`config.mk`:
```
export PLATFORM = sky130hd
export DESIGN_NAME = cursor_linked_list_engine_flat
export DESIGN_NICKNAME = d
export VERILOG_FILES = /design/src/hdl/cle_pkg.sv /design/src/hdl/cle_if.sv /design/src/hdl/cursor_linked_list_engine.sv /design/src/hdl/cle_link_ram.sv /design/src/hdl/cle_data_ram.sv /design/src/hdl/cle_seq.sv /design/src/flat_wrapper.sv
export SDC_FILE = /design/constraint.sdc
export NUM_CORES = 1
export LEC_CHECK = 0
export BUFFER_PORTS_ARGS = -buffer_cell sky130_fd_sc_hd__buf_2
export CORE_MARGIN = 2
export CORE_UTILIZATION = 35
export DETAILED_ROUTE_END_ITERATION = 7
export GPL_TIMING_DRIVEN = 0
export PLACE_DENSITY_LB_ADDON = 0.05
export SETUP_SLACK_MARGIN = 0.4
export SLEW_MARGIN = 0
export SYNTH_ARGS = -nofsm -noshare
export SYNTH_HDL_FRONTEND = slang
export SYNTH_SLANG_ARGS = --single-unit
```
`constraint.sdc`:
```
create_clock -name clk -period 6.8 [get_ports clk]
set_clock_uncertainty 0.05 [all_clocks]
set_input_delay 2.04 -clock clk [delete_from_list [all_inputs] [get_ports clk]]
set_output_delay 2.04 -clock clk [all_outputs]
set_load 0.005 [all_outputs]
```
`src/hdl/cle_pkg.sv`:
```
// Shared types and constants for the cursor linked list engine.
// No dependencies; compile first.
package cle_pkg;

    localparam int OPC_W = 2;
    localparam int POS_W = 6;
    localparam int VAL_W = 8;
    localparam int CNT_W = 6;

    typedef enum logic [OPC_W-1:0] {
        OP_INSERT   = 2'd0,
        OP_DELETE   = 2'd1,
        OP_TRAVERSE = 2'd2
    } op_t;

    localparam logic ST_OK  = 1'b0;
    localparam logic ST_ERR = 1'b1;

    typedef enum logic [3:0] {
        S_IDLE,
        S_WALK,
        S_INS_RD,
        S_INS_W1,
        S_INS_W2,
        S_DEL_W1,
        S_DEL_W2,
        S_TRV_RD,
        S_TRV,
        S_RESP
    } state_t;

    typedef struct packed {
        logic             status;
        logic [VAL_W-1:0] item;
        logic             has_item;
        logic [CNT_W-1:0] count;
        logic             last;
    } result_t;

endpackage

```
`src/hdl/cle_if.sv`:
```
// Valid/ready channel interfaces for request and response beats.
// Depends on cle_pkg.
interface cle_in_if;
    logic                      valid;
    logic                      ready;
    logic [cle_pkg::OPC_W-1:0] opcode;
    logic [cle_pkg::POS_W-1:0] position;
    logic [cle_pkg::VAL_W-1:0] value;

    modport source (output valid, output opcode, output position, output value, input ready);
    modport sink   (input valid, input opcode, input position, input value, output ready);
endinterface

interface cle_out_if;
    logic                      valid;
    logic                      ready;
    logic                      status;
    logic [cle_pkg::VAL_W-1:0] item;
    logic                      has_item;
    logic [cle_pkg::CNT_W-1:0] count;
    logic                      last;

    modport source (output valid, output status, output item, output has_item,
                    output count, output last, input ready);
    modport sink   (input valid, input status, input item, input has_item,
                    input count, input last, output ready);
endinterface

```
`src/hdl/cursor_linked_list_engine.sv`:
```
// Cursor linked list engine: ordered byte list in a fixed node store.
// Requests arrive on req (opcode, position, value); results leave on rsp.
// One request is worked at a time; req.ready is high only while the sequencer idles.
// Insert or delete at position p walks down the link memory to its position, then writes
// back links; the walk reads one link per cycle on its read port.
// Traverse: one beat per element per cycle unless rsp stalls, last flagged on the final beat;
// an empty list gives one beat with has_item low.
// Insert, delete and bad requests give one beat each; status high marks an error.
// count carries the element count after the request.
// Results pass through an output register, so a new request is taken while a beat waits.
// If rsp stalls, the sequencer holds its place until the register frees.
// Reset empties the list and restores the free chain at once through per-entry valid
// bits in the link store; no clearing pass is needed.
// Depends on cle_pkg, cle_if, cle_link_ram, cle_data_ram, cle_seq.
module cursor_linked_list_engine #(
    parameter int DEPTH = 64
) (
    input logic        clk,
    input logic        rst_n,
    cle_in_if.sink     req,
    cle_out_if.source  rsp
);
    import cle_pkg::*;

    localparam int NW = $clog2(DEPTH);

    logic             out_free, out_load;
    result_t          res, out_res_reg;
    logic             out_vld_reg;
    logic             link_rd_en, link_wr_en, data_rd_en, data_wr_en;
    logic [NW-1:0]    link_rd_addr, link_rd_data, link_wr_addr, link_wr_data;
    logic [NW-1:0]    data_rd_addr, data_wr_addr;
    logic [VAL_W-1:0] data_rd_data, data_wr_data;

    cle_seq #(.DEPTH(DEPTH), .NW(NW)) u_seq (
        .clk          (clk),
        .rst_n        (rst_n),
        .in_valid     (req.valid),
        .in_ready     (req.ready),
        .in_op        (req.opcode),
        .in_pos       (req.position),
        .in_val       (req.value),
        .out_free     (out_free),
        .out_load     (out_load),
        .out_res      (res),
        .link_rd_en   (link_rd_en),
        .link_rd_addr (link_rd_addr),
        .link_rd_data (link_rd_data),
        .link_wr_en   (link_wr_en),
        .link_wr_addr (link_wr_addr),
        .link_wr_data (link_wr_data),
        .data_rd_en   (data_rd_en),
        .data_rd_addr (data_rd_addr),
        .data_rd_data (data_rd_data),
        .data_wr_en   (data_wr_en),
        .data_wr_addr (data_wr_addr),
        .data_wr_data (data_wr_data)
    );

    cle_link_ram #(.DEPTH(DEPTH), .NW(NW)) u_link (
        .clk     (clk),
        .rst_n   (rst_n),
        .rd_en   (link_rd_en),
        .rd_addr (link_rd_addr),
        .rd_data (link_rd_data),
        .wr_en   (link_wr_en),
        .wr_addr (link_wr_addr),
        .wr_data (link_wr_data)
    );

    cle_data_ram #(.DEPTH(DEPTH), .NW(NW)) u_data (
        .clk     (clk),
        .rd_en   (data_rd_en),
        .rd_addr (data_rd_addr),
        .rd_data (data_rd_data),
        .wr_en   (data_wr_en),
        .wr_addr (data_wr_addr),
        .wr_data (data_wr_data)
    );

    assign out_free = !out_vld_reg || rsp.ready;

    always_ff @(posedge clk or negedge rst_n)
    begin
        if (!rst_n)
        begin
            out_vld_reg <= 1'b0;
        end
        else if (out_load)
        begin
            out_vld_reg <= 1'b1;
        end
        else if (rsp.ready)
        begin
            out_vld_reg <= 1'b0;
        end
    end

    always_ff @(posedge clk)
    begin
        if (out_load)
        begin
            out_res_reg <= res;
        end
    end

    assign rsp.valid    = out_vld_reg;
    assign rsp.status   = out_res_reg.status;
    assign rsp.item     = out_res_reg.item;
    assign rsp.has_item = out_res_reg.has_item;
    assign rsp.count    = out_res_reg.count;
    assign rsp.last     = out_res_reg.last;

`ifndef SYNTHESIS
    // sequencer goes busy after taking a request
    a_busy_after_accept: assert property (@(posedge clk) disable iff (!rst_n)
        req.valid && req.ready |=> !req.ready)
        else $error("request taken while sequencer busy");

    // only traverse beats continue past one beat
    a_nonlast_has_item: assert property (@(posedge clk) disable iff (!rst_n)
        rsp.valid && !rsp.last |-> rsp.has_item && !rsp.status)
        else $error("non-final beat without element");

    // error beats stand alone and carry no element
    a_err_single: assert property (@(posedge clk) disable iff (!rst_n)
        rsp.valid && rsp.status |-> rsp.last && !rsp.has_item && (rsp.item == '0))
        else $error("malformed error beat");
`endif

endmodule

```
`src/hdl/cle_link_ram.sv`:
```
// Link store: one write port, one registered read port.
// Per-entry valid bits give the power-up free chain until an entry is written.
module cle_link_ram #(
    parameter int DEPTH = 64,
    parameter int NW    = $clog2(DEPTH)
) (
    input  logic          clk,
    input  logic          rst_n,
    input  logic          rd_en,
    input  logic [NW-1:0] rd_addr,
    output logic [NW-1:0] rd_data,
    input  logic          wr_en,
    input  logic [NW-1:0] wr_addr,
    input  logic [NW-1:0] wr_data
);
    import cle_pkg::*;

    logic [NW-1:0]    link_mem [DEPTH];
    logic [DEPTH-1:0] vld_reg;
    logic [NW-1:0]    q_reg;
    logic [NW-1:0]    q_addr_reg;
    logic             q_vld_reg;
    logic [NW-1:0]    init_link;

    always_ff @(posedge clk)
    begin
        if (wr_en)
        begin
            link_mem[wr_addr] <= wr_data;
        end
        if (rd_en)
        begin
            q_reg      <= link_mem[rd_addr];
            q_addr_reg <= rd_addr;
        end
    end

    always_ff @(posedge clk or negedge rst_n)
    begin
        if (!rst_n)
        begin
            vld_reg   <= '0;
            q_vld_reg <= 1'b0;
        end
        else
        begin
            if (wr_en)
            begin
                vld_reg[wr_addr] <= 1'b1;
            end
            if (rd_en)
            begin
                q_vld_reg <= vld_reg[rd_addr];
            end
        end
    end

    // power-up chain: n -> n+1, last node ends it
    assign init_link = (q_addr_reg >= NW'(DEPTH - 2)) ? '0 : q_addr_reg + NW'(1);
    assign rd_data   = q_vld_reg ? q_reg : init_link;

endmodule

```
`src/hdl/cle_data_ram.sv`:
```
// Data store: byte per node, one write port, one registered read port.
// Depends on cle_pkg.
module cle_data_ram #(
    parameter int DEPTH = 64,
    parameter int NW    = $clog2(DEPTH)
) (
    input  logic                      clk,
    input  logic                      rd_en,
    input  logic [NW-1:0]             rd_addr,
    output logic [cle_pkg::VAL_W-1:0] rd_data,
    input  logic                      wr_en,
    input  logic [NW-1:0]             wr_addr,
    input  logic [cle_pkg::VAL_W-1:0] wr_data
);
    import cle_pkg::*;

    logic [VAL_W-1:0] data_mem [DEPTH];
    logic [VAL_W-1:0] q_reg;

    always_ff @(posedge clk)
    begin
        if (wr_en)
        begin
            data_mem[wr_addr] <= wr_data;
        end
        if (rd_en)
        begin
            q_reg <= data_mem[rd_addr];
        end
    end

    assign rd_data = q_reg;

endmodule

```
`src/hdl/cle_seq.sv`:
```
// Sequencer: walks the link store one node per cycle, then writes back links.
// Depends on cle_pkg; drives cle_link_ram and cle_data_ram.
module cle_seq #(
    parameter int DEPTH = 64,
    parameter int NW    = $clog2(DEPTH)
) (
    input  logic                      clk,
    input  logic                      rst_n,
    input  logic                      in_valid,
    output logic                      in_ready,
    input  logic [cle_pkg::OPC_W-1:0] in_op,
    input  logic [cle_pkg::POS_W-1:0] in_pos,
    input  logic [cle_pkg::VAL_W-1:0] in_val,
    input  logic                      out_free,
    output logic                      out_load,
    output cle_pkg::result_t          out_res,
    output logic                      link_rd_en,
    output logic [NW-1:0]             link_rd_addr,
    input  logic [NW-1:0]             link_rd_data,
    output logic                      link_wr_en,
    output logic [NW-1:0]             link_wr_addr,
    output logic [NW-1:0]             link_wr_data,
    output logic                      data_rd_en,
    output logic [NW-1:0]             data_rd_addr,
    input  logic [cle_pkg::VAL_W-1:0] data_rd_data,
    output logic                      data_wr_en,
    output logic [NW-1:0]             data_wr_addr,
    output logic [cle_pkg::VAL_W-1:0] data_wr_data
);
    import cle_pkg::*;

    localparam int CW  = $clog2(DEPTH - 1);
    localparam int CAP = DEPTH - 2;
    localparam int XW  = ((CW > POS_W) ? CW : POS_W) + 1;
    localparam logic [NW-1:0] HEAD = NW'(DEPTH - 1);
    localparam logic [NW-1:0] NIL  = '0;

    state_t           state_reg, state_next;
    op_t              op_reg;
    logic [VAL_W-1:0] val_reg;
    logic [POS_W-1:0] steps_reg;
    logic [NW-1:0]    cur_reg, prev_reg, nxt_reg, fresh_reg;
    logic [NW-1:0]    list_head_reg, free_head_reg;
    logic [CW-1:0]    count_reg, k_reg;
    logic             rd_pend_reg;
    logic             status_reg;

    logic [XW-1:0]    pos_x, cnt_x;
    logic             ins_bad, del_bad, trv_empty, acc_status;
    logic [NW-1:0]    nxt_now;
    logic             walk_more, trv_fin;
    logic [CNT_W-1:0] cnt_out;

    assign pos_x     = XW'(in_pos);
    assign cnt_x     = XW'(count_reg);
    assign ins_bad   = (pos_x == '0) || (pos_x > cnt_x + XW'(1)) || (cnt_x >= XW'(CAP));
    assign del_bad   = (pos_x == '0) || (pos_x > cnt_x);
    assign trv_empty = (count_reg == '0) || (list_head_reg == NIL);
    assign nxt_now   = rd_pend_reg ? link_rd_data : nxt_reg;
    assign walk_more = (steps_reg != '0);
    assign trv_fin   = ((k_reg + CW'(1)) == count_reg) || (link_rd_data == NIL);
    assign cnt_out   = CNT_W'(count_reg);

    always_comb
    begin
        case (op_t'(in_op))
            OP_INSERT:   acc_status = ins_bad ? ST_ERR : ST_OK;
            OP_DELETE:   acc_status = del_bad ? ST_ERR : ST_OK;
            OP_TRAVERSE: acc_status = ST_OK;
            default:     acc_status = ST_ERR;
        endcase
    end

    always_comb
    begin
        state_next = state_reg;
        unique case (state_reg)
            S_IDLE:
            begin
                if (in_valid)
                begin
                    unique case (op_t'(in_op))
                        OP_INSERT:   state_next = ins_bad ? S_RESP : S_WALK;
                        OP_DELETE:   state_next = del_bad ? S_RESP : S_WALK;
                        OP_TRAVERSE: state_next = trv_empty ? S_RESP : S_TRV_RD;
                        default:     state_next = S_RESP;
                    endcase
                end
            end
            S_WALK:
            begin
                if (!walk_more)
                begin
                    state_next = (op_reg == OP_INSERT) ? S_INS_RD : S_DEL_W1;
                end
            end
            S_INS_RD: state_next = S_INS_W1;
            S_INS_W1: state_next = S_INS_W2;
            S_INS_W2: state_next = S_RESP;
            S_DEL_W1: state_next = S_DEL_W2;
            S_DEL_W2: state_next = S_RESP;
            S_TRV_RD: state_next = S_TRV;
            S_TRV:
            begin
                if (out_free && trv_fin)
                begin
                    state_next = S_IDLE;
                end
            end
            S_RESP:
            begin
                if (out_free)
                begin
                    state_next = S_IDLE;
                end
            end
            default: state_next = S_IDLE;
        endcase
    end

    always_comb
    begin
        in_ready     = 1'b0;
        out_load     = 1'b0;
        out_res      = '{status: status_reg, item: '0, has_item: 1'b0,
                         count: cnt_out, last: 1'b1};
        link_rd_en   = 1'b0;
        link_rd_addr = nxt_now;
        link_wr_en   = 1'b0;
        link_wr_addr = cur_reg;
        link_wr_data = nxt_reg;
        data_rd_en   = 1'b0;
        data_rd_addr = link_rd_data;
        data_wr_en   = 1'b0;
        data_wr_addr = free_head_reg;
        data_wr_data = val_reg;
        unique case (state_reg)
            S_IDLE:
            begin
                in_ready = 1'b1;
            end
            S_WALK:
            begin
                link_rd_en = walk_more;
            end
            S_INS_RD:
            begin
                link_rd_en   = 1'b1;
                link_rd_addr = free_head_reg;
                data_wr_en   = 1'b1;
            end
            S_INS_W1:
            begin
                link_wr_en   = 1'b1;
                link_wr_addr = fresh_reg;
                link_wr_data = nxt_reg;
            end
            S_INS_W2:
            begin
                link_wr_en   = (cur_reg != HEAD);
                link_wr_addr = cur_reg;
                link_wr_data = fresh_reg;
            end
            S_DEL_W1:
            begin
                link_wr_en   = (prev_reg != HEAD);
                link_wr_addr = prev_reg;
                link_wr_data = nxt_reg;
            end
            S_DEL_W2:
            begin
                link_wr_en   = 1'b1;
                link_wr_addr = cur_reg;
                link_wr_data = free_head_reg;
            end
            S_TRV_RD:
            begin
                link_rd_en   = 1'b1;
                link_rd_addr = list_head_reg;
                data_rd_en   = 1'b1;
                data_rd_addr = list_head_reg;
            end
            S_TRV:
            begin
                out_load     = out_free;
                out_res      = '{status: ST_OK, item: data_rd_data, has_item: 1'b1,
                                 count: cnt_out, last: trv_fin};
                link_rd_en   = out_free && !trv_fin;
                link_rd_addr = link_rd_data;
                data_rd_en   = out_free && !trv_fin;
            end
            S_RESP:
            begin
                out_load = out_free;
            end
            default:
            begin
                in_ready = 1'b0;
            end
        endcase
    end

    always_ff @(posedge clk or negedge rst_n)
    begin
        if (!rst_n)
        begin
            state_reg     <= S_IDLE;
            rd_pend_reg   <= 1'b0;
            list_head_reg <= NIL;
            free_head_reg <= NW'(1);
            count_reg     <= '0;
        end
        else
        begin
            state_reg <= state_next;
            unique case (state_reg)
                S_IDLE:   rd_pend_reg <= 1'b0;
                S_WALK:   rd_pend_reg <= walk_more;
                S_INS_W1: free_head_reg <= link_rd_data;
                S_INS_W2:
                begin
                    if (cur_reg == HEAD)
                    begin
                        list_head_reg <= fresh_reg;
                    end
                    count_reg <= count_reg + CW'(1);
                end
                S_DEL_W1:
                begin
                    if (prev_reg == HEAD)
                    begin
                        list_head_reg <= nxt_reg;
                    end
                end
                S_DEL_W2:
                begin
                    free_head_reg <= cur_reg;
                    count_reg     <= count_reg - CW'(1);
                end
                default:  rd_pend_reg <= rd_pend_reg;
            endcase
        end
    end

    always_ff @(posedge clk)
    begin
        unique case (state_reg)
            S_IDLE:
            begin
                if (in_valid)
                begin
                    op_reg     <= op_t'(in_op);
                    val_reg    <= in_val;
                    status_reg <= acc_status;
                    steps_reg  <= (op_t'(in_op) == OP_INSERT) ? in_pos - POS_W'(1) : in_pos;
                    cur_reg    <= HEAD;
                    prev_reg   <= HEAD;
                    nxt_reg    <= list_head_reg;
                    k_reg      <= '0;
                end
            end
            S_WALK:
            begin
                if (walk_more)
                begin
                    prev_reg  <= cur_reg;
                    cur_reg   <= nxt_now;
                    steps_reg <= steps_reg - POS_W'(1);
                end
                else
                begin
                    nxt_reg <= nxt_now;
                end
            end
            S_INS_RD: fresh_reg <= free_head_reg;
            S_TRV:
            begin
                if (out_free)
                begin
                    k_reg <= k_reg + CW'(1);
                end
            end
            default:  val_reg <= val_reg;
        endcase
    end

endmodule
```
`src/flat_wrapper.sv`:
```
// flat-port wrapper written by rule: the top's interface ports become plain ports
module cursor_linked_list_engine_flat import cle_pkg::*;
#(
    parameter int DEPTH = 64
)
  (clk, rst_n, req_valid, req_opcode, req_position, req_value, req_ready, rsp_valid, rsp_status, rsp_item, rsp_has_item, rsp_count, rsp_last, rsp_ready);
  cle_in_if req_i ();
  cle_out_if rsp_i ();
  input logic clk;
  input logic rst_n;
  input wire logic [$bits(req_i.valid)-1:0] req_valid;
  input wire logic [$bits(req_i.opcode)-1:0] req_opcode;
  input wire logic [$bits(req_i.position)-1:0] req_position;
  input wire logic [$bits(req_i.value)-1:0] req_value;
  output wire logic [$bits(req_i.ready)-1:0] req_ready;
  output wire logic [$bits(rsp_i.valid)-1:0] rsp_valid;
  output wire logic [$bits(rsp_i.status)-1:0] rsp_status;
  output wire logic [$bits(rsp_i.item)-1:0] rsp_item;
  output wire logic [$bits(rsp_i.has_item)-1:0] rsp_has_item;
  output wire logic [$bits(rsp_i.count)-1:0] rsp_count;
  output wire logic [$bits(rsp_i.last)-1:0] rsp_last;
  input wire logic [$bits(rsp_i.ready)-1:0] rsp_ready;
  assign req_i.valid = req_valid;
  assign req_i.opcode = req_opcode;
  assign req_i.position = req_position;
  assign req_i.value = req_value;
  assign req_ready = req_i.ready;
  assign rsp_valid = rsp_i.valid;
  assign rsp_status = rsp_i.status;
  assign rsp_item = rsp_i.item;
  assign rsp_has_item = rsp_i.has_item;
  assign rsp_count = rsp_i.count;
  assign rsp_last = rsp_i.last;
  assign rsp_i.ready = rsp_ready;
  cursor_linked_list_engine #(.DEPTH(DEPTH)) u_core (.clk(clk), .rst_n(rst_n), .req(req_i), .rsp(rsp_i));
endmodule
```
==> results of run 1 <==
==> worst reg2reg max path: cells and delay by family (launching register included) <==
family | cells | cell delay, ps
AND/OR/NAND/NOR | 2 | 890
adder cells (fa/ha/maj) | 1 | 230
buffers and inverters | 3 | 1180
flip-flops | 1 | 450
AO/OA/AOI/OAI | 7 | 2390
==> per-layer routing <==
layer	vias up	GRT usage [%]	share of wire, %
li1	12800	-	-
met1	14800	31.8	46
met2	980	34.0	45
met3	192	3.57	6.3
met4	0	5.37	2.0
met5	-	0	0
==> area by class of cell <==
cell class,count,area (um2)
diodes,1,2.50
plain buffers,194,967
clock buffers,144,3120
clock inverters,73,663
fillers,11800,75400
inverters,29,111
multi-input cells,2051,12200
flip-flops and latches,1069,31700
well taps,1662,2080
repair buffers,78,1190
==> per-stage QoR <==
stage / utilization (%) / hold WS [ps] / instance area [um2] / TNS [ps] / instances
finish: 40.8 / 418 / 52000 / 0 / 5301
global placement: 37.0 / 396 / 47100 / -994600 / 5043
floorplan: - / 383 / 44800 / 0 / 3343
detailed placement: 37.8 / 401 / 48200 / 0 / 5082
CTS: 40.8 / 418 / 52000 / 0 / 5299
global route: 40.8 / 429 / 52000 / 0 / 5300
==> cell usage after synthesis (all sizes together), types with 9 or more instances <==
cell,n,share of area (%)
and3,26,0.36
nand3,160,1.8
nand2b,13,0.18
dfrtp,88,4.9
mux2i,162,3.6
o311a,10,0.22
buf,128,1.6
xnor2,22,0.43
or2,67,0.93
inv,28,0.24
a32oi,9,0.18
o21ai,73,0.81
a22oi,28,0.48
o21a,11,0.18
nor2,208,1.8
o211ai,44,0.74
edfxtp,980,66
a311oi,89,1.7
ha,24,0.67
o31ai,16,0.27
mux2,16,0.40
clkbuf,66,0.55
mux4,23,1.2
nand4,18,0.25
a21oi,49,0.57
xor2,10,0.20
nor3,24,0.27
a211oi,66,1.1
nor2b,25,0.35
a31oi,22,0.31
nand2,726,6.1
and2,45,0.63
==> cell families (layout without fill, tap and decap cells) <==
group | Yosys count | after routing | synth area share, %
compound gates | 455 | 455 | 7.40
xor+xnor | 32 | 32 | 0.625
fa+ha+maj | 25 | 25 | 0.714
buf+inv | 223 | 518 | 2.40
flops | 1069 | 1069 | 70.6
mux | 201 | 201 | 5.17
other cells | 0 | 1 | 0
simple gates | 1338 | 1338 | 13.1
==> worst paths after layout <==
kind                                             startpoint                         to  slack [ps]  cells after the start
worst max-delay path            u_core.u_link.q_addr_reg[1]   u_core.u_data.rd_data[0]        1270                     13
worst min-delay path              u_core.u_link.vld_reg[40]  u_core.u_link.vld_reg[40]         420                      1
worst max register to register  u_core.u_link.q_addr_reg[1]   u_core.u_data.rd_data[0]        1270                     13
worst min register to register    u_core.u_link.vld_reg[40]  u_core.u_link.vld_reg[40]         420                      1
max in group asynchronous                             rst_n   u_core.u_link.vld_reg[1]        4590                      2
min in group asynchronous                             rst_n    u_core.u_seq.cnt_out[1]        1360                      1
==> results summary, run 1 <==
The count of pins on the block boundary is 39. The die is 362 um tall. The signal on the critical path passes through ha_1, o211ai_1, nor2_1, o31a_1, a21oi_1, buf_2, buf_4, clkbuf_1, a311oi_1, a311oi_1, a211oi_1, nor3_1, a211oi_1.

The final net count is 3583. The number of remaining DRC errors came out at 0. The max-slew violation count was 0. After global routing the overflow that remains totals 0. The critical setup path kind is reg -> reg.

The count of nets left with antenna violations after detail routing came out at 0. The smallest clock period supported by the final layout is computed as 5530 ps. Once the clock tree was built, the setup fixing pass inserted 0 buffers.

The post-CTS resize count is 0. Headroom to the max-slew limit came out at 7.74%. The maximum buffer depth of the clock tree came out at 3. The slowest stage of the critical path is the sky130_fd_sc_hd__nor3_1 cell.

Before CTS, the worst setup slack after placement is 1400 ps. The timing-limited maximum frequency came out at 181 MHz. The number of sinks on the clock net came out at 1069. The number of H-tree levels came out at 3. After layout, the worst path uses 81.3% of the clock period.

The clock tree from TritonCTS is yes. The site row count is 131. The most common cell after layout, fill and taps aside is sky130_fd_sc_hd__edfxtp_1. The worst endpoint required time is 7130 ps. The floorplan step defined a core boundary enclosing 127000 um2.

The via count of the first global-routing pass is 28.5k. The signed area change from the synthesized netlist to the final layout is 15.9%. Counting every net in the synthesized netlist gives 3388. The routed wirelength normalized by instance count is 27.2 um. Yosys mapped a number of flops with a built-in enable equal to 980. At the end of routability-driven placement, the weighted congestion stood at 0.886. STA classifies the critical path startpoint as a flop. The number of vias per cell came out at 5.44. The count of buffers inserted at the top-level ports is 38. Of the cells placed in the final design, the portion with a size suffix greater than 1 is 13.1%.

After legalization and detailed placement, the total HPWL measured 103000 um. The netlist uses 78 different library cells. The part of the Yosys area used for sequential elements came out at 70.6%. Once the floorplan was initialized, standard cells occupied 35.2% of the core. The global-route wire length before repair is 206000 um.

The largest net degree at the start of global routing is 51. The insertion delay of the later-clocked pin in the worst-skew pair is 710 ps. The slew at the pin closest to its max-slew limit is 1380 ps. The iteration-0 DRC count of the detailed router came out at 2875. The path class of the tightest hold or removal check is reg -> reg. Along the worst path, the maximum fanout reaches 10. Detailed routing inserted a total of 28.8k vias. STA classifies the critical path endpoint as a flop. The synthesized area per cell is 13.4 um2. The width of the chip is 362 um. During synthesis, Yosys emitted a total of 0 warnings. The total wire length after detailed routing came out at 144000 um. The total iterations of the first detailed-routing run is 6. Counting flops with an async set or reset pin after synthesis yields a share of 8.33%. Leaving out fill and tap cells, the most frequent cells in the layout are 980 x sky130_fd_sc_hd__edfxtp_1, 725 x sky130_fd_sc_hd__nand2_1, 206 x sky130_fd_sc_hd__nor2_1. After clock tree synthesis, the clock-pin slew on the worst setup and hold paths is 60 ps. The maximum cell stage delay along the critical path came out at 760 ps.

The run finished with clean final reports. The count of final hold-check violations was 0. The number of max-capacitance violations reported came out at 0. The number of synthesized register bits came out at 1069. Setup violations remaining at the end of the flow were counted as 0. The number of buffers and inverters on the critical path came out at 3.

The kind of cell adding the most delay to the critical path is compound AO/OA/AOI/OAI gates. The cell sitting at the root of the clock tree is a sky130_fd_sc_hd__clkbuf_16. The most used flip-flop cell after synthesis is sky130_fd_sc_hd__edfxtp_1. In this run, CTS created clock tree buffers numbering 115. Setup repair after global routing left no endpoint under its margin.

Setup slack closes at 1270 ps. The die footprint is 131000 um2. The flip-flop count of the largest register, all copies and words added came out at 512. The cell area after synthesis is 44800 um2.

The signal arrival time at the worst endpoint is 5860 ps. The number of antenna violations at the first check in global routing is 4. Hold repair after CTS inserted 0 buffers. The synthesized instance count is 3343.

Global routing used 21.8% of the available tracks across all layers.
Power of run 1 is left out: the tool's default activity adds up to more than one toggle a clock period on the data nets, which glitch-free logic cannot reach.
==> run 2, diff against run 1 <==
Settings changed: ABC_AREA set to 1.
Clock period 6.8 ns to 5.45 ns, I/O delays scaled along.
==> results summary, run 2 <==
The placed wire-length estimate after detailed placement is 107000 um (+3.2%). The number of vias per cell is 5.28 (-2.9%). The insertion delay of the later-clocked pin in the worst-skew pair came to 750 ps (+40 ps).

The max-slew violation count came out at 0 (unchanged). The number of synthesized register bits came out at 1069 (unchanged). The worst slew margin relative to its limit is 10.1% (+2.3 points).

Counting instances in the post-synthesis netlist gives the leading cell types as 980 x sky130_fd_sc_hd__edfxtp_1, 656 x sky130_fd_sc_hd__nor2_1, 438 x sky130_fd_sc_hd__o21ai_0. The chip height is 362 um (about the same). The post-route setup TNS came to 0 ps (unchanged).

The core box area came out at 127000 um2 (unchanged). The kind of capture point of the worst setup path is a flop. In the layout the commonest cells are 980 x sky130_fd_sc_hd__edfxtp_1, 655 x sky130_fd_sc_hd__nor2_1, 438 x sky130_fd_sc_hd__o21ai_0. The total iterations of the first detailed-routing run is 5 (-1). The routed wirelength normalized by instance count came out at 26.5 um (-2.4%). The total via count after detailed routing was 30.3k (+5.1%). The design area is 52100 um2 (+0.18%). The count of pins on the block boundary came out at 39 (unchanged). The synthesized design spends more area on one cell type than any other, namely sky130_fd_sc_hd__edfxtp_1. The count of buffers inserted at the top-level ports came out at 38 (unchanged). The hold buffer count at CTS came out at 0 (unchanged). The CTS buffer count came out at 119 (+3.5%). The overall track demand over capacity in global routing is 23.2% (+1.3 points). Setup repair after global routing left no endpoint under its margin.

The iteration-0 DRC count of the detailed router came out at 2630 (-8.5%). The synthesized net count is 3810 (+12%). The number of enable flip-flop cells after synthesis is 980 (unchanged).

The initial cell density of the core came to 35.2% (about the same). The number of sinks on the clock net came out at 1069 (unchanged). The async set-or-reset flop fraction in the synthesized netlist was 8.33% (unchanged). The share of cells above drive strength 1 is 10.0% (-3.1 points). The total wire length after detailed routing came to 152000 um (+5.6%).

The run finished with clean final reports. Traced cell by cell, the critical path runs through inv_1, ha_1, or2_1, nand2_1, a21boi_1, o21ai_1, buf_2, clkbuf_1, o21ai_0, o221ai_1, nand3_1, nand3_1, nand3_1, nand2_1. The signal arrival time at the worst endpoint is 4800 ps (-1060 ps). The largest net degree at the start of global routing came out at 50 (-2.0%). The post-placement cell count came out at 5510 (+8.4%). The count of nets left with antenna violations after detail routing came to 0 (unchanged). The signed area change from the synthesized netlist to the final layout came out at 16.0%. The worst-path cell with the longest stage delay is sky130_fd_sc_hd__clkbuf_1.

The clock-pin slew of the registers on the worst-case setup and hold paths came out at 60 ps (about the same). The maximum cell stage delay along the critical path is 620 ps (-140 ps). The synthesized instance count came out at 3765 (+13%).

The antenna diode count is 0 (-1). The final worst hold slack is 410 ps (-8.01 ps). The worst hold path belongs to the class reg -> reg.

TritonCTS built the clock tree. The final weighted congestion in routability-driven placement came to 0.852 (-3.9%). The count of final hold-check violations came to 0 (unchanged).

The number of antenna violations at the first check in global routing came to 3 (-1). By area the synthesized netlist is led by sky130_fd_sc_hd__edfxtp_1 66%, sky130_fd_sc_hd__nor2_1 5.5%, sky130_fd_sc_hd__dfrtp_1 4.9%, sky130_fd_sc_hd__o21ai_0 4.9%, sky130_fd_sc_hd__o211ai_1 3.9%. The highest net fanout along the worst path is 10 (unchanged). The width of the chip came out at 362 um (about the same). The final period utilization came to 78.5% (-2.8 points). The maximum buffer depth of the clock tree came out at 3 (unchanged). The number of post-CTS setup repair buffers was 0 (unchanged). The post-placement cell area is 48200 um2 (+0.14%). The worst endpoint required time came out at 5970 ps (-1160 ps). sky130_fd_sc_hd__edfxtp_1 is the most common cell in the netlist.

The most common cell after layout, fill and taps aside is sky130_fd_sc_hd__edfxtp_1. The synthesis warning total is 0 (unchanged). The distinct cell type count of the synthesized netlist came to 49 (-37%). The flip-flop count of the largest register, all copies and words added came out at 512 (unchanged).

The timing-limited maximum frequency is 234 MHz (+29%). The global route total overflow came out at 0 (unchanged). The part of the Yosys area used for sequential elements is 70.5% (about the same). The synthesized area per cell came out at 11.9 um2 (-11%). The worst setup path is launched from a flop. The share of the synthesized area in the top cell type is 65.6% (about the same).

The minimum clock period after layout came out at 4280 ps (-1250 ps). The post-CTS resize count is 0 (unchanged). The via count of the first global-routing pass is 30.1k (+5.5%). The cell area after synthesis came out at 44900 um2 (about the same). The site row count came out at 131 (unchanged).

The critical path is of the reg -> reg type. The final count of negative-setup-slack endpoints is 0 (unchanged). The final cell count without fillers came out at 5734 (+8.2%). The number of remaining DRC errors was 0 (unchanged). For this run, the leading register cell type out of synthesis is sky130_fd_sc_hd__edfxtp_1.

The slew at the pin closest to its max-slew limit came to 1350 ps (-35.1 ps). The most frequent cell on the critical path is sky130_fd_sc_hd__nand3_1. The number of H-tree levels is 3 (unchanged). The number of max-capacitance violations reported is 0 (unchanged). The master cell of the clock root buffer is sky130_fd_sc_hd__clkbuf_16. The die footprint came to 131000 um2 (about the same). The final net count came out at 4015 (+12%).

The global-route wire length before repair is 220000 um (+6.5%).
==> run 2: changes by cell type after synthesis, moves of 39 or more <==
cell	delta
sky130_fd_sc_hd__a211oi_1	-60
sky130_fd_sc_hd__a311oi_1	-89
sky130_fd_sc_hd__and2_1	-45
sky130_fd_sc_hd__clkbuf_1	+39
sky130_fd_sc_hd__inv_1	+212
sky130_fd_sc_hd__mux2i_1	-162
sky130_fd_sc_hd__nand2_1	-436
sky130_fd_sc_hd__nand3_1	+164
sky130_fd_sc_hd__nor2_1	+450
sky130_fd_sc_hd__o211ai_1	+192
sky130_fd_sc_hd__o21ai_0	+372
sky130_fd_sc_hd__o221ai_1	+74
==> run 2: worst paths after layout <==
kind / to / cells past startpoint / start / slack (ps)
max in group asynchronous: u_core.u_seq.data_wr_addr[0] / 2 / rst_n / 3770
hold reg to reg: u_core.u_link.vld_reg[20] / 2 / u_core.u_link.vld_reg[20] / 410
setup / recovery: u_core.u_data.rd_data[3] / 14 / u_core.u_link.q_addr_reg[0] / 1170
min in group asynchronous: u_core.u_link.vld_reg[57] / 1 / rst_n / 840
hold / removal: u_core.u_link.vld_reg[20] / 2 / u_core.u_link.vld_reg[20] / 410
setup reg to reg: u_core.u_data.rd_data[3] / 14 / u_core.u_link.q_addr_reg[0] / 1170
==> run 2: cell families (layout without fill, tap and decap cells) <==
family,after synthesis,count (layout),share of synthesized area (%)
flip-flops,1069,1069,70.5
adder cells (fa/ha/maj),25,25,0.714
AND/OR/NAND/NOR,1337,1337,12.5
buffers and inverters,477,784,4.41
AO/OA/AOI/OAI,839,839,11.5
XOR/XNOR,18,18,0.351
==> run 2: metrics by stage <==
stage          util, %  setup slack (ps)
2_1_floorplan        -              2040
3_3_place_gp      37.0             -2300
3_5_place_dp      37.9              1070
4_1_cts           40.9              1040
5_1_grt           40.9               990
6_report          40.9              1170
==> run 2: metal layers <==
metal	global-route usage, %	up-vias	routed length (um)
li1	-	14100	-
met2	38.9	728	74000
met4	7.70	0	5210
met5	0	-	0
met1	31.0	15300	67300
met3	2.95	224	5620
==> run 2: cell type report <==
| cell class | instances | area (um2) |
|---|---|---|
| Clock buffer | 156 | 3190 |
| Tap cell | 1662 | 2080 |
| Timing Repair Buffer | 84 | 1210 |
| Sequential cell | 1069 | 31700 |
| Buffer | 229 | 1050 |
| Inverter | 248 | 933 |
| Multi-Input combinational cell | 2219 | 11300 |
| Fill cell | 12200 | 75300 |
| Clock inverter | 67 | 621 |
==> run 2: critical path, delay by kind of cell (launching register included) <==
kind	cells	cell delay [ps]
AO/OA/AOI/OAI	4	1080
buffers and inverters	3	1220
adder cells (fa/ha/maj)	1	190
AND/OR/NAND/NOR	6	1130
flip-flops	1	430
Power of run 2 is left out for the same reason.
==> run 3, diff against run 2 <==
Settings changed: ABC_AREA 1 to 0.
Clock period 5.45 ns to 3.6 ns, I/O delays scaled along.
==> results summary, run 3 (synthesized netlist as in run 1, its figures left out) <==
The flow ran to the end, but the final reports show violations. The checks that failed: setup timing. The number of remaining DRC errors is 0 (unchanged).

Among all stages on the critical path, the largest delay is contributed by sky130_fd_sc_hd__edfxtp_1. The global route total overflow is 0 (unchanged). The die footprint came out at 131000 um2 (about the same). The routed wirelength normalized by instance count came out at 27.3 um (+2.8%).

The final count of negative-setup-slack endpoints came out at 8 (+8). In the layout the commonest cells are 980 x sky130_fd_sc_hd__edfxtp_1, 708 x sky130_fd_sc_hd__nand2_1, 155 x sky130_fd_sc_hd__mux2i_1. The slew at the pin closest to its max-slew limit came out at 1090 ps (-256 ps). STA classifies the critical path startpoint as a flop. The width of the chip came out at 362 um (about the same). The clock tree from TritonCTS is yes. The smallest setup slack after layout is -313 ps (-1480 ps). The core utilization of the finished layout came to 43.9% (+3.0 points). The insertion delay of the later-clocked pin in the worst-skew pair is 760 ps (about the same). The worst slew margin relative to its limit is 26.4% (+16 points). The global-route wire length before repair was 210000 um (-4.4%). The worst hold path belongs to the class in -> async. The count of buffers inserted at the top-level ports came out at 38 (unchanged). The total via count after detailed routing is 29.5k (-2.6%). The final weighted congestion in routability-driven placement is 0.920 (+8.1%). The signed area change from the synthesized netlist to the final layout is 24.7%. The iteration-0 DRC count of the detailed router is 3178 (+21%). The total wire length after detailed routing is 147000 um (-3.1%).

The worst endpoint required time is 3960 ps (-2010 ps). The total iterations of the first detailed-routing run came out at 6 (+1). The total area of multi-input combinational cells is 14200 um2 (+25%). The number of buffers and inverters on the critical path came out at 5 (+2). The share of cells above drive strength 1 is 25.3% (+15 points). The clock-pin slew of the registers on the worst-case setup and hold paths came to 60 ps (about the same). The number of sinks on the clock net is 1069 (unchanged). The site row count is 131 (unchanged). The number of H-tree levels came out at 3 (unchanged).

The initial cell density of the core is 35.2% (about the same). The CTS buffer count is 120 (+0.84%). The worst-case setup slack after placement came out at -1750 ps (-2820 ps). The number of fill cells in the layout came out at 11.4k (-6.6%). The count of nets left with antenna violations after detail routing is 0 (unchanged).

The final worst hold slack was 217 ps (-193 ps). The worst setup path is of the reg -> reg kind. The placed wire-length estimate after detailed placement is 103000 um (-3.6%). The cell sitting at the root of the clock tree is a sky130_fd_sc_hd__clkbuf_16.

The count of final hold-check violations is 0 (unchanged). STA classifies the critical path endpoint as a flop. The count of pins on the block boundary came to 39 (unchanged). Setup repair after global routing could not meet its margin everywhere. The core box area is 127000 um2 (unchanged). Traced cell by cell, the critical path runs through ha_2, o211ai_1, nor2_2, o31a_1, a21oi_4, buf_6, buf_12, buf_12, buf_16, buf_6, mux2i_1, nand2_1, a311oi_2, a211oi_2, nor3_4, a211oi_4.

The overall track demand over capacity in global routing is 22.2% (-0.94 points). The hold buffer count at CTS came to 0 (unchanged). The footprint of the flip-flops and latches came out at 31700 um2 (about the same).

The maximum cell stage delay along the critical path is 400 ps (-220 ps). The max-slew violation count is 0 (unchanged). The signal arrival time at the worst endpoint came to 4270 ps (-530 ps). The chip height is 362 um (about the same).

The highest net fanout along the worst path is 6 (-4). The number of max-capacitance violations reported is 0 (unchanged). Leaving out fill and tap cells, the most frequent cell in the layout is sky130_fd_sc_hd__edfxtp_1. The post-route setup TNS came out at -2090 ps (-2090 ps). The timing-limited maximum frequency is 256 MHz (+9.4%). The final period utilization came to 109% (+30 points). The final net count is 3689 (-8.1%). The maximum buffer depth of the clock tree is 3 (unchanged). The minimum clock period after layout is 3910 ps (-367 ps). The number of vias per cell is 5.46 (+3.3%). The number of antenna violations at the first check in global routing came out at 1 (-2). The cell family contributing the most delay on the critical path is compound AO/OA/AOI/OAI gates. The largest net degree at the start of global routing came out at 65 (+30%). The flip-flop count of the largest register, all copies and words added is 512 (unchanged).

The via count of the first global-routing pass is 29.1k (-3.1%).
==> run 3: worst paths after layout <==
kind,depth (start not counted),slack (ps),endpoint,start
worst max register to register,16,-310,u_core.u_data.rd_data[2],u_core.u_link.q_addr_reg[1]
worst min-delay path,1,220,u_core.u_link.vld_reg[8],rst_n
worst max-delay path,16,-310,u_core.u_data.rd_data[2],u_core.u_link.q_addr_reg[1]
min in group clk,1,410,u_core.u_link.vld_reg[46],u_core.u_link.vld_reg[46]
max in group asynchronous,2,2520,u_core.u_link.vld_reg[39],rst_n
worst min register to register,1,410,u_core.u_link.vld_reg[46],u_core.u_link.vld_reg[46]
==> run 3: final cells by class <==
type	instances	share of cell area (%)
Inverter	29	0.233
Antenna cell	1	0.00447
Tap cell	1662	3.72
Timing Repair Buffer	179	4.31
Sequential cell	1069	56.6
Clock buffer	146	5.64
Multi-Input combinational cell	2051	25.4
Buffer	194	2.66
Clock inverter	74	1.40
==> run 3: timing repair <==
action / CTS / global route
setup buffers: 68 / 28
pin swaps: 75 / 67
gates cloned: 4 / 1
resized for setup: 441 / 257
setup endpoints to repair: 1366 / 580
==> run 3: stage by stage <==
| step | area [um2] | cells |
|---|---|---|
| floorplan | 44800 | 3343 |
| global placement | 47100 | 5043 |
| detailed placement | 48100 | 5081 |
| CTS | 54600 | 5373 |
| global route | 55900 | 5404 |
| finish | 55900 | 5405 |
==> run 3: worst reg2reg max path, cell delays in order (launching register included) <==
cell and delay, ps:
sky130_fd_sc_hd__edfxtp_1 400, sky130_fd_sc_hd__ha_2 190, sky130_fd_sc_hd__o211ai_1 270, sky130_fd_sc_hd__nor2_2 80
sky130_fd_sc_hd__o31a_1 350, sky130_fd_sc_hd__a21oi_4 290, sky130_fd_sc_hd__buf_6 190, sky130_fd_sc_hd__buf_12 150
sky130_fd_sc_hd__buf_12 120, sky130_fd_sc_hd__buf_16 100, sky130_fd_sc_hd__buf_6 80, sky130_fd_sc_hd__mux2i_1 190
sky130_fd_sc_hd__nand2_1 110, sky130_fd_sc_hd__a311oi_2 390, sky130_fd_sc_hd__a211oi_2 120, sky130_fd_sc_hd__nor3_4 390
sky130_fd_sc_hd__a211oi_4 90
==> run 3: layer usage <==
metal | wire length, um | vias up | global-route usage [%]
met5 | 0 | - | 0
met4 | 3390 | 0 | 5.41
met3 | 9310 | 191 | 3.56
met2 | 67200 | 1055 | 34.8
met1 | 67500 | 15200 | 32.3
li1 | - | 13000 | -
Power of run 3 is left out for the same reason.
